`config.mk`:
```
export PLATFORM = sky130hd
export DESIGN_NAME = rel_block_deframer_checksum_unit_flat
export DESIGN_NICKNAME = d
export VERILOG_FILES = /design/src/rtl/core/rbd_pkg.sv /design/src/rtl/core/rbd_in_if.sv /design/src/rtl/core/rbd_out_if.sv /design/src/rtl/core/rbd_frame_ctrl.sv /design/src/rtl/core/rbd_out_stage.sv /design/src/rtl/core/rel_block_deframer_checksum_unit.sv /design/src/flat_wrapper.sv
export SDC_FILE = /design/constraint.sdc
export NUM_CORES = 1
export LEC_CHECK = 0
export BUFFER_PORTS_ARGS = -buffer_cell sky130_fd_sc_hd__buf_2
export CORE_MARGIN = 4
export CORE_UTILIZATION = 42
export CTS_BUF_LIST = sky130_fd_sc_hd__clkbuf_16
export DETAILED_ROUTE_END_ITERATION = 7
export PLACE_DENSITY = 0.62
export SKIP_LAST_GASP = 1
export SLEW_MARGIN = 20
export SYNTH_ARGS = -nofsm -noshare
export SYNTH_HDL_FRONTEND = slang
export SYNTH_SLANG_ARGS = --single-unit
export TNS_END_PERCENT = 20
```
`constraint.sdc`:
```
create_clock -name clk -period 13 [get_ports clk]
set_clock_uncertainty 0.05 [all_clocks]
set_input_delay 0.65 -clock clk [delete_from_list [all_inputs] [get_ports clk]]
set_output_delay 0.65 -clock clk [all_outputs]
set_load 0.02 [all_outputs]
```
`src/rtl/core/rbd_pkg.sv`:
```
package rbd_pkg;

    localparam int unsigned WORD_W  = 36;
    localparam int unsigned KIND_W  = 3;
    localparam int unsigned CODE_W  = 3;
    localparam int unsigned TYPE_W  = 7;
    localparam int unsigned COUNT_W = 7;
    localparam int unsigned ADDR_W  = 18;

    // Header word layout
    localparam int unsigned EOF_BIT    = 35;
    localparam int unsigned CODE_LSB   = 32;
    localparam int unsigned TYPE_LSB   = 25;
    localparam int unsigned COUNT_LSB  = 18;

    // Result kinds
    typedef enum logic [KIND_W-1:0] {
        KIND_HEADER    = 3'd0,
        KIND_DATA      = 3'd1,
        KIND_SUM_GOOD  = 3'd2,
        KIND_SUM_BAD   = 3'd3,
        KIND_TRUNCATED = 3'd4,
        KIND_STREAM_END = 3'd5
    } kind_t;

    // Framer phase, one-hot
    typedef enum logic [2:0] {
        PH_HEADER = 3'b001,
        PH_DATA   = 3'b010,
        PH_CHECK  = 3'b100
    } phase_t;

    typedef struct packed {
        kind_t                kind;
        logic [WORD_W-1:0]    word_out;
        logic                 eof_flag;
        logic [CODE_W-1:0]    loader_code;
        logic [TYPE_W-1:0]    block_type;
        logic [COUNT_W-1:0]   word_count;
        logic [ADDR_W-1:0]    block_address;
        logic [COUNT_W-1:0]   data_index;
        logic [WORD_W-1:0]    expected_sum;
    } result_t;

    // Output queue occupancy
    typedef struct packed {
        logic main_valid;
        logic skid_valid;
    } oq_status_t;

endpackage

```
`src/rtl/core/rbd_in_if.sv`:
```
interface rbd_in_if;
    import rbd_pkg::*;

    logic              valid;
    logic              ready;
    logic [WORD_W-1:0] word_in;
    logic              end_of_input;

    modport source (output valid, output word_in, output end_of_input, input ready);
    modport sink   (input valid, input word_in, input end_of_input, output ready);
endinterface

```
`src/rtl/core/rbd_out_if.sv`:
```
interface rbd_out_if;
    import rbd_pkg::*;

    logic               valid;
    logic               ready;
    logic [KIND_W-1:0]  kind;
    logic [WORD_W-1:0]  word_out;
    logic               eof_flag;
    logic [CODE_W-1:0]  loader_code;
    logic [TYPE_W-1:0]  block_type;
    logic [COUNT_W-1:0] word_count;
    logic [ADDR_W-1:0]  block_address;
    logic [COUNT_W-1:0] data_index;
    logic [WORD_W-1:0]  expected_sum;

    modport source (
        output valid, output kind, output word_out, output eof_flag,
        output loader_code, output block_type, output word_count,
        output block_address, output data_index, output expected_sum,
        input ready
    );
    modport sink (
        input valid, input kind, input word_out, input eof_flag,
        input loader_code, input block_type, input word_count,
        input block_address, input data_index, input expected_sum,
        output ready
    );
endinterface

```
`src/rtl/core/rbd_frame_ctrl.sv`:
```
module rbd_frame_ctrl (
    input  logic                      clk,
    input  logic                      rst_n,
    input  logic                      accept,
    input  logic [rbd_pkg::WORD_W-1:0] word_in,
    input  logic                      end_of_input,
    output rbd_pkg::result_t          result
);
    import rbd_pkg::*;

    phase_t              phase_reg, phase_next;
    logic [WORD_W-1:0]   sum_reg, sum_next;
    logic [COUNT_W-1:0]  left_reg, left_next;
    logic [COUNT_W-1:0]  pos_reg, pos_next;

    logic [WORD_W:0]     raw_sum;
    logic [WORD_W-1:0]   eac_sum;
    logic [WORD_W-1:0]   expect_sum;
    logic [COUNT_W-1:0]  hdr_count;
    logic                hdr_eof;

    // End-around carry add of the data word into the running sum
    assign raw_sum    = {1'b0, sum_reg} + {1'b0, word_in};
    assign eac_sum    = raw_sum[WORD_W-1:0] + {{(WORD_W-1){1'b0}}, raw_sum[WORD_W]};
    assign expect_sum = ~sum_reg;
    assign hdr_count  = word_in[COUNT_LSB +: COUNT_W];
    assign hdr_eof    = word_in[EOF_BIT];

    // Result and next state for the current beat
    always_comb
    begin
        result     = '0;
        phase_next = phase_reg;
        sum_next   = sum_reg;
        left_next  = left_reg;
        pos_next   = pos_reg;
        case (phase_reg)
            PH_DATA:
            begin
                if (end_of_input)
                begin
                    result.kind = KIND_TRUNCATED;
                    phase_next  = PH_HEADER;
                    left_next   = '0;
                    pos_next    = '0;
                end
                else
                begin
                    result.kind       = KIND_DATA;
                    result.word_out   = word_in;
                    result.data_index = pos_reg;
                    sum_next          = eac_sum;
                    pos_next          = pos_reg + COUNT_W'(1);
                    left_next         = left_reg - COUNT_W'(1);
                    if (left_reg == COUNT_W'(1))
                    begin
                        phase_next = PH_CHECK;
                    end
                end
            end
            PH_CHECK:
            begin
                if (end_of_input)
                begin
                    result.kind = KIND_TRUNCATED;
                end
                else
                begin
                    result.kind         = (expect_sum == word_in) ? KIND_SUM_GOOD
                                                                  : KIND_SUM_BAD;
                    result.word_out     = word_in;
                    result.expected_sum = expect_sum;
                end
                phase_next = PH_HEADER;
                left_next  = '0;
                pos_next   = '0;
            end
            default:
            begin
                if (end_of_input)
                begin
                    result.kind = KIND_STREAM_END;
                end
                else
                begin
                    result.kind          = KIND_HEADER;
                    result.word_out      = word_in;
                    result.eof_flag      = hdr_eof;
                    result.loader_code   = word_in[CODE_LSB +: CODE_W];
                    result.block_type    = word_in[TYPE_LSB +: TYPE_W];
                    result.word_count    = hdr_count;
                    result.block_address = word_in[ADDR_W-1:0];
                    sum_next             = word_in;
                    pos_next             = '0;
                    if (hdr_eof || (hdr_count == '0))
                    begin
                        left_next  = '0;
                        phase_next = PH_CHECK;
                    end
                    else
                    begin
                        left_next  = hdr_count;
                        phase_next = PH_DATA;
                    end
                end
            end
        endcase
    end

    // State advances only on an accepted beat
    always_ff @(posedge clk or negedge rst_n)
    begin
        if (!rst_n)
        begin
            phase_reg <= PH_HEADER;
            sum_reg   <= '0;
            left_reg  <= '0;
            pos_reg   <= '0;
        end
        else if (accept)
        begin
            phase_reg <= phase_next;
            sum_reg   <= sum_next;
            left_reg  <= left_next;
            pos_reg   <= pos_next;
        end
    end

endmodule

```
`src/rtl/core/rbd_out_stage.sv`:
```
module rbd_out_stage (
    input  logic                 clk,
    input  logic                 rst_n,
    input  logic                 push,
    input  rbd_pkg::result_t     push_data,
    output logic                 can_push,
    output logic                 out_valid,
    input  logic                 out_ready,
    output rbd_pkg::result_t     out_data,
    output rbd_pkg::oq_status_t  status
);
    import rbd_pkg::*;

    result_t main_reg, main_next;
    result_t skid_reg, skid_next;
    logic    main_valid_reg, main_valid_next;
    logic    skid_valid_reg, skid_valid_next;
    logic    pop;

    assign pop       = main_valid_reg && out_ready;
    assign can_push  = !skid_valid_reg;
    assign out_valid = main_valid_reg;
    assign out_data  = main_reg;
    assign status    = '{main_valid: main_valid_reg, skid_valid: skid_valid_reg};

    // Main register plus one skid entry
    always_comb
    begin
        main_next       = main_reg;
        skid_next       = skid_reg;
        main_valid_next = main_valid_reg;
        skid_valid_next = skid_valid_reg;
        if (skid_valid_reg)
        begin
            if (pop)
            begin
                main_next       = skid_reg;
                skid_valid_next = 1'b0;
            end
        end
        else if (push)
        begin
            if (!main_valid_reg || pop)
            begin
                main_next       = push_data;
                main_valid_next = 1'b1;
            end
            else
            begin
                skid_next       = push_data;
                skid_valid_next = 1'b1;
            end
        end
        else if (pop)
        begin
            main_valid_next = 1'b0;
        end
    end

    always_ff @(posedge clk or negedge rst_n)
    begin
        if (!rst_n)
        begin
            main_valid_reg <= 1'b0;
            skid_valid_reg <= 1'b0;
        end
        else
        begin
            main_valid_reg <= main_valid_next;
            skid_valid_reg <= skid_valid_next;
        end
    end

    // Payload needs no reset
    always_ff @(posedge clk)
    begin
        main_reg <= main_next;
        skid_reg <= skid_next;
    end

endmodule

```
`src/rtl/core/rel_block_deframer_checksum_unit.sv`:
```
// Relocatable-object block deframer with 36-bit ones' complement checksum.
// Channels: "words" carries one 36-bit stream word per beat plus an
// end_of_input flag; "results" carries one decoded result per input beat
// (header fields, data word with index, checksum verdict with expected sum,
// truncation or stream end).
// A result is registered in the output queue when its beat is accepted.
// Throughput: one beat per cycle while the skid entry is free; the decode,
// end-around-carry add and checksum compare feed the queue combinationally.
// Stall: results sit in a two-entry output queue (main register plus skid
// entry). words.ready stays high while the skid entry is free, so one more
// beat is taken while a result waits; with both entries full ready drops
// until the receiver takes a beat.
// Reset (rst_n, async, active low): the framer expects a header, the
// running sum, word counter and data index clear, and the queue empties.
module rel_block_deframer_checksum_unit (
    input  logic     clk,
    input  logic     rst_n,
    rbd_in_if.sink   words,
    rbd_out_if.source results
);
    import rbd_pkg::*;

    logic       accept;
    logic       can_push;
    result_t    ctrl_result;
    result_t    out_data;
    oq_status_t oq_status;

    assign accept      = words.valid && can_push;
    assign words.ready = can_push;

    rbd_frame_ctrl u_ctrl (
        .clk          (clk),
        .rst_n        (rst_n),
        .accept       (accept),
        .word_in      (words.word_in),
        .end_of_input (words.end_of_input),
        .result       (ctrl_result)
    );

    rbd_out_stage u_out (
        .clk       (clk),
        .rst_n     (rst_n),
        .push      (accept),
        .push_data (ctrl_result),
        .can_push  (can_push),
        .out_valid (results.valid),
        .out_ready (results.ready),
        .out_data  (out_data),
        .status    (oq_status)
    );

    // Unpack the result beat onto the channel
    assign results.kind          = out_data.kind;
    assign results.word_out      = out_data.word_out;
    assign results.eof_flag      = out_data.eof_flag;
    assign results.loader_code   = out_data.loader_code;
    assign results.block_type    = out_data.block_type;
    assign results.word_count    = out_data.word_count;
    assign results.block_address = out_data.block_address;
    assign results.data_index    = out_data.data_index;
    assign results.expected_sum  = out_data.expected_sum;

    // Skid entry is only used behind a full main register
    a_skid_behind_main: assert property (@(posedge clk) disable iff (!rst_n)
        oq_status.skid_valid |-> oq_status.main_valid)
        else $error("skid entry valid with empty main register");

    // After an accepted beat, a result is valid on the channel next cycle
    a_accept_to_result: assert property (@(posedge clk) disable iff (!rst_n)
        (words.valid && words.ready) |=> results.valid)
        else $error("accepted beat produced no result");

    // A held skid entry is not dropped while the receiver stalls
    a_skid_holds: assert property (@(posedge clk) disable iff (!rst_n)
        (oq_status.skid_valid && !results.ready) |=> oq_status.skid_valid)
        else $error("skid entry lost during stall");

endmodule
```
`src/flat_wrapper.sv`:
```
// flat-port wrapper written by rule: the top's interface ports become plain ports
module rel_block_deframer_checksum_unit_flat import rbd_pkg::*;
  (clk, rst_n, words_valid, words_word_in, words_end_of_input, words_ready, results_valid, results_kind, results_word_out, results_eof_flag, results_loader_code, results_block_type, results_word_count, results_block_address, results_data_index, results_expected_sum, results_ready);
  rbd_in_if words_i ();
  rbd_out_if results_i ();
  input  logic clk;
  input  logic rst_n;
  input wire logic [$bits(words_i.valid)-1:0] words_valid;
  input wire logic [$bits(words_i.word_in)-1:0] words_word_in;
  input wire logic [$bits(words_i.end_of_input)-1:0] words_end_of_input;
  output wire logic [$bits(words_i.ready)-1:0] words_ready;
  output wire logic [$bits(results_i.valid)-1:0] results_valid;
  output wire logic [$bits(results_i.kind)-1:0] results_kind;
  output wire logic [$bits(results_i.word_out)-1:0] results_word_out;
  output wire logic [$bits(results_i.eof_flag)-1:0] results_eof_flag;
  output wire logic [$bits(results_i.loader_code)-1:0] results_loader_code;
  output wire logic [$bits(results_i.block_type)-1:0] results_block_type;
  output wire logic [$bits(results_i.word_count)-1:0] results_word_count;
  output wire logic [$bits(results_i.block_address)-1:0] results_block_address;
  output wire logic [$bits(results_i.data_index)-1:0] results_data_index;
  output wire logic [$bits(results_i.expected_sum)-1:0] results_expected_sum;
  input wire logic [$bits(results_i.ready)-1:0] results_ready;
  assign words_i.valid = words_valid;
  assign words_i.word_in = words_word_in;
  assign words_i.end_of_input = words_end_of_input;
  assign words_ready = words_i.ready;
  assign results_valid = results_i.valid;
  assign results_kind = results_i.kind;
  assign results_word_out = results_i.word_out;
  assign results_eof_flag = results_i.eof_flag;
  assign results_loader_code = results_i.loader_code;
  assign results_block_type = results_i.block_type;
  assign results_word_count = results_i.word_count;
  assign results_block_address = results_i.block_address;
  assign results_data_index = results_i.data_index;
  assign results_expected_sum = results_i.expected_sum;
  assign results_i.ready = results_ready;
  rel_block_deframer_checksum_unit u_core (.clk(clk), .rst_n(rst_n), .words(words_i), .results(results_i));
endmodule
```
==> results <==
- The post-CTS repair timing setup buffer count is 0.
- The share of total power consumed by net switching is 42.0%.
- The combinational share of power is 46.3%.
- After detailed routing, the number of vias per cell comes to approximately 5.7.
- After synthesis, the netlist uses 87 different library cells.
- The total area inside the core boundary comes to 35700 µm².
- The headroom to the max-slew limit is between 20 and 30%.
- The total power of the final layout is approximately 4.4 mW.
- In this run, synthesis inferred roughly 240 flip-flops with an integrated enable.
- The wire length of the first global-routing pass is 64100 µm.
- The max-slew violation count is 0.
- The overall via count from detail_route is 11200.
- During placement, the flow inserted port buffers numbering 160.
- The initial core utilization is 42.8%.
- The placed standard-cell area is 16400 µm².
- Summed over its instances, the top area cell type makes up 46.3% of the synthesized netlist area.
- The fraction of final layout cells sized beyond drive strength 1 is 22.3%.
- Entering global routing, the biggest net connects 82 pins.
- The die footprint is ~40000 µm².
- The clock sink count is 291.
- Summed over all nets, the switching power comes to about 1.9 mW.
- The largest buffer count on any clock path is 3.
- The sequential share of power is 35.1%.
- The hold violation total from the final report was 0.
- The number of global-route vias before repair came to 10600.
- During synthesis, Yosys emitted a total of 0 warnings.
- The cell area that synthesis handed to floorplanning was 15300 µm².
- The final weighted congestion in routability-driven placement is approximately 0.88.
- The register area share after synthesis is between 50% and 60%.
- 161 I/O pins were placed.
- The final layout contains routed wiring with a total length of roughly 42000 µm.
- For the pin with the worst max-slew slack, the measured transition is 1.07 ns.
- The sum of negative setup slack is 0 ns.
- The smallest clock period supported by the final layout is computed as 5.01 ns.
- The worst setup timing slack at the placement stage is about 7.7 ns.
- The worst setup slack after layout is 7.99 ns.
- The fmax is 200 MHz.
- The floorplan step set the die height to 199 µm.
- The number of cells upsized or downsized after cts is 0.
- Dividing total power by cell area gives a power density of 255 nW/µm².
- Across the run, the number of max-cap violations was 0.
- The number of iterations in the first detailed-routing pass is 6.
- The initial antenna violation count is 2.
- The clock share of power is 18.6%.
- TritonCTS created 30 clock buffers.
- The final cycle utilization of the critical path is 38.5%.
- Clock-pin slew was measured on the worst setup and hold paths at ~0.060 ns.
- sky130_fd_sc_hd__edfxtp_1 takes more of the synthesized area than any other cell.
- VDD sags by at most between 100 and 150 µV.
- The most used flip-flop cell after synthesis is sky130_fd_sc_hd__edfxtp_1.
- The global route total overflow is 0.
- The leakage power is around 6.7 nW.
- Ranked by total cell area, the synthesized netlist is headed by sky130_fd_sc_hd__edfxtp_1, sky130_fd_sc_hd__dfrtp_1, sky130_fd_sc_hd__mux2_2, sky130_fd_sc_hd__nand2_1, sky130_fd_sc_hd__ha_1.
- Buffers inserted to repair hold after CTS numbered 0.
- A synthesized cell averages 11.4 µm².
- STA puts the critical path data arrival time at 5.42 ns.
- In this run the remaining antenna-violating nets after routing total 0.
- The area growth from synthesis to layout is 13.5%.
- TritonCTS built the clock tree.
- The buffer cell driving the clock tree root is sky130_fd_sc_hd__clkbuf_16.
- The detailed placement HPWL is 30000 µm.
- In the synthesized netlist, the number of instances is 1342.
- The initialized floorplan defines 69 standard-cell rows.
- The internal portion of the total power is 2.57 mW.
- The final-report setup violation count is 0.
- The die is 199 µm wide.
- The highest fanout seen on the critical path is 15.
- The number of nets in the synthesized netlist is approximately 1400.
- The required time reported for the critical path endpoint is between 10 and 15 ns.
- The number of DRC violations after detailed routing is 0.
- The run finished with clean final reports.
- The wire length per cell is around 22 µm.
- CTS built an H-tree with a depth of 1.
- The endpoint class of the critical path is a register.
- The register bit total from synthesis is roughly 290.
- The class of the most critical hold timing path is in -> async.
- The post-synthesis async set-or-reset flop share is 18.9%.
- The startpoint type of the worst setup path is a register.
- Setup repair after global routing left no endpoint under its margin.
- The worst setup path is of the reg -> reg kind.
- The final non-filler cell area is 17400 µm².
- The combined global-route utilization of all metal layers is 20.7%.
- In this run, the number of DRC markers left after iteration 0 of detailed routing was roughly 950.
- For the worst-skew pair, the clock arrives at the later sink with an insertion delay of 0.56 ns.
- For this run, the post-layout net count is 1555.
==> power by group through the flow <==
| stage | registers, mW | logic [mW] | clock network (mW) |
|---|---|---|---|
| 6_report | 1.55 | 2.05 | 0.823 |
| 5_1_grt | 1.58 | 2.24 | 0.880 |
| 4_1_cts | 1.56 | 2.04 | 0.840 |
| 3_5_place_dp | 1.58 | 2.03 | 0 |
| 3_3_place_gp | 1.57 | 2.02 | 0 |
| 2_1_floorplan | 1.78 | 1.27 | 0 |
==> path summary, 6_finish.rpt <==
| check | slack [ns] | cells after the start | startpoint | endpoint |
|---|---|---|---|---|
| min in group clk | 0.25 | 2 | results_ready | u_core.u_out.skid_valid_reg |
| min reg2reg | 0.44 | 2 | u_core.u_ctrl.left_reg[6] | u_core.u_ctrl.left_reg[6] |
| max reg2reg | 7.99 | 19 | u_core.u_ctrl.sum_reg[7] | u_core.u_ctrl.sum_reg[27] |
| max | 7.99 | 19 | u_core.u_ctrl.sum_reg[7] | u_core.u_ctrl.sum_reg[27] |
| max in group asynchronous | 12.07 | 2 | rst_n | u_core.u_out.skid_valid_reg |
| min | 0.20 | 2 | rst_n | u_core.u_ctrl.sum_reg[9] |
==> synth_stat cells (6+ instances only) <==
cell                       number
sky130_fd_sc_hd__o21a_1         6
sky130_fd_sc_hd__mux2i_1        7
sky130_fd_sc_hd__nor2b_1       42
sky130_fd_sc_hd__ha_1          41
sky130_fd_sc_hd__nand3_1       27
sky130_fd_sc_hd__and4_1         9
sky130_fd_sc_hd__and3_1        17
sky130_fd_sc_hd__nand2b_1       8
sky130_fd_sc_hd__o211ai_1       9
sky130_fd_sc_hd__a21o_1        12
sky130_fd_sc_hd__buf_4          8
sky130_fd_sc_hd__o31ai_1       43
sky130_fd_sc_hd__a211oi_1      13
sky130_fd_sc_hd__xnor2_1       27
sky130_fd_sc_hd__nor3_1        17
sky130_fd_sc_hd__clkbuf_1      45
sky130_fd_sc_hd__inv_1         16
sky130_fd_sc_hd__dfrtp_1       54
sky130_fd_sc_hd__and2_1        53
sky130_fd_sc_hd__edfxtp_1     236
sky130_fd_sc_hd__a22oi_1        6
sky130_fd_sc_hd__nand4_1       21
sky130_fd_sc_hd__a31oi_1        9
sky130_fd_sc_hd__buf_1          9
sky130_fd_sc_hd__nor4_1         6
sky130_fd_sc_hd__a21oi_1       75
sky130_fd_sc_hd__mux2_2        79
sky130_fd_sc_hd__or3_1         11
sky130_fd_sc_hd__nor2_1       101
sky130_fd_sc_hd__o21ai_0       77
sky130_fd_sc_hd__nand2_1      138
sky130_fd_sc_hd__xor2_1        18
sky130_fd_sc_hd__o21bai_1       7
==> cell type report <==
class / instances / area [µm²]
sequential: 291 / 8470
antenna: 1 / 2.50
clock buffer: 31 / 776
tap: 461 / 577
inverter: 17 / 65.1
timing repair buffer: 172 / 891
clock inverter: 25 / 165
fill: 3195 / 18400
multi-input combinational: 960 / 6420
==> cells by family after synthesis <==
| kind of cell | count (synthesis) | synth area share [%] |
|---|---|---|
| AND/OR/NAND/NOR | 482 | 16.4 |
| AO/OA/AOI/OAI | 304 | 13.0 |
| flip-flops | 291 | 55.3 |
| buffers and inverters | 91 | 2.87 |
| multiplexers | 86 | 6.27 |
| XOR/XNOR | 46 | 2.68 |
| adder cells (fa/ha/maj) | 42 | 3.48 |
==> worst max-delay path, cell delays in order, from the launching register on <==
cell and delay [ns]:
sky130_fd_sc_hd__dfrtp_1 0.42, sky130_fd_sc_hd__ha_1 0.57, sky130_fd_sc_hd__nand4_1 0.18, sky130_fd_sc_hd__a21o_1 0.22
sky130_fd_sc_hd__a211o_1 0.33, sky130_fd_sc_hd__nand2_1 0.20, sky130_fd_sc_hd__o2111ai_1 0.18, sky130_fd_sc_hd__nand2_1 0.14
sky130_fd_sc_hd__o21a_1 0.12, sky130_fd_sc_hd__o21ai_0 0.07, sky130_fd_sc_hd__nand2b_1 0.08, sky130_fd_sc_hd__a21o_1 0.15
sky130_fd_sc_hd__ha_1 0.17, sky130_fd_sc_hd__and3_1 0.23, sky130_fd_sc_hd__nor3b_2 0.44, sky130_fd_sc_hd__and4_1 0.30
sky130_fd_sc_hd__nor4b_2 0.54, sky130_fd_sc_hd__nand3b_1 0.17, sky130_fd_sc_hd__xnor2_1 0.15, sky130_fd_sc_hd__o21ai_0 0.20
==> cell usage in the layout, fill, tap and decap left out, drive strengths merged, types with 5 or more instances in the layout <==
cell type and n:
edfxtp 236, buf 172, nand2 139, nor2 101
o21ai 84, mux2 79, a21oi 77, dfrtp 54
and2 53, o31ai 45, nor2b 42, ha 41
clkbuf 31, xnor2 28, nand3 27, nand4 22
inv 21, nor3 20, xor2 18, and3 18
clkinv 17, a211oi 15, a21o 14, or3 11
and4 10, o211ai 10, a31oi 9, nand2b 8
nor4 8, o21bai 7, mux2i 7, a22oi 6
o21a 6, a211o 5, nand3b 5
==> metrics by stage <==
step           hold WS (ns)  std cells  util (%)
2_1_floorplan         0.304       1342         -
3_3_place_gp          0.417       1901      45.9
3_5_place_dp          0.421       1901      45.9
4_1_cts               0.229       1957      48.6
5_1_grt               0.241       1957      48.6
6_report              0.199       1958      48.6
==> routing by layer <==
layer	global-route usage [%]	up-vias	part of all wire, %
li1	-	5252	-
met1	31.5	5522	48
met2	32.2	345	45
met3	2.59	40	6.0
met4	4.03	0	1.5
met5	0	-	0
No activity file was read; power rests on OpenSTA's default activity.
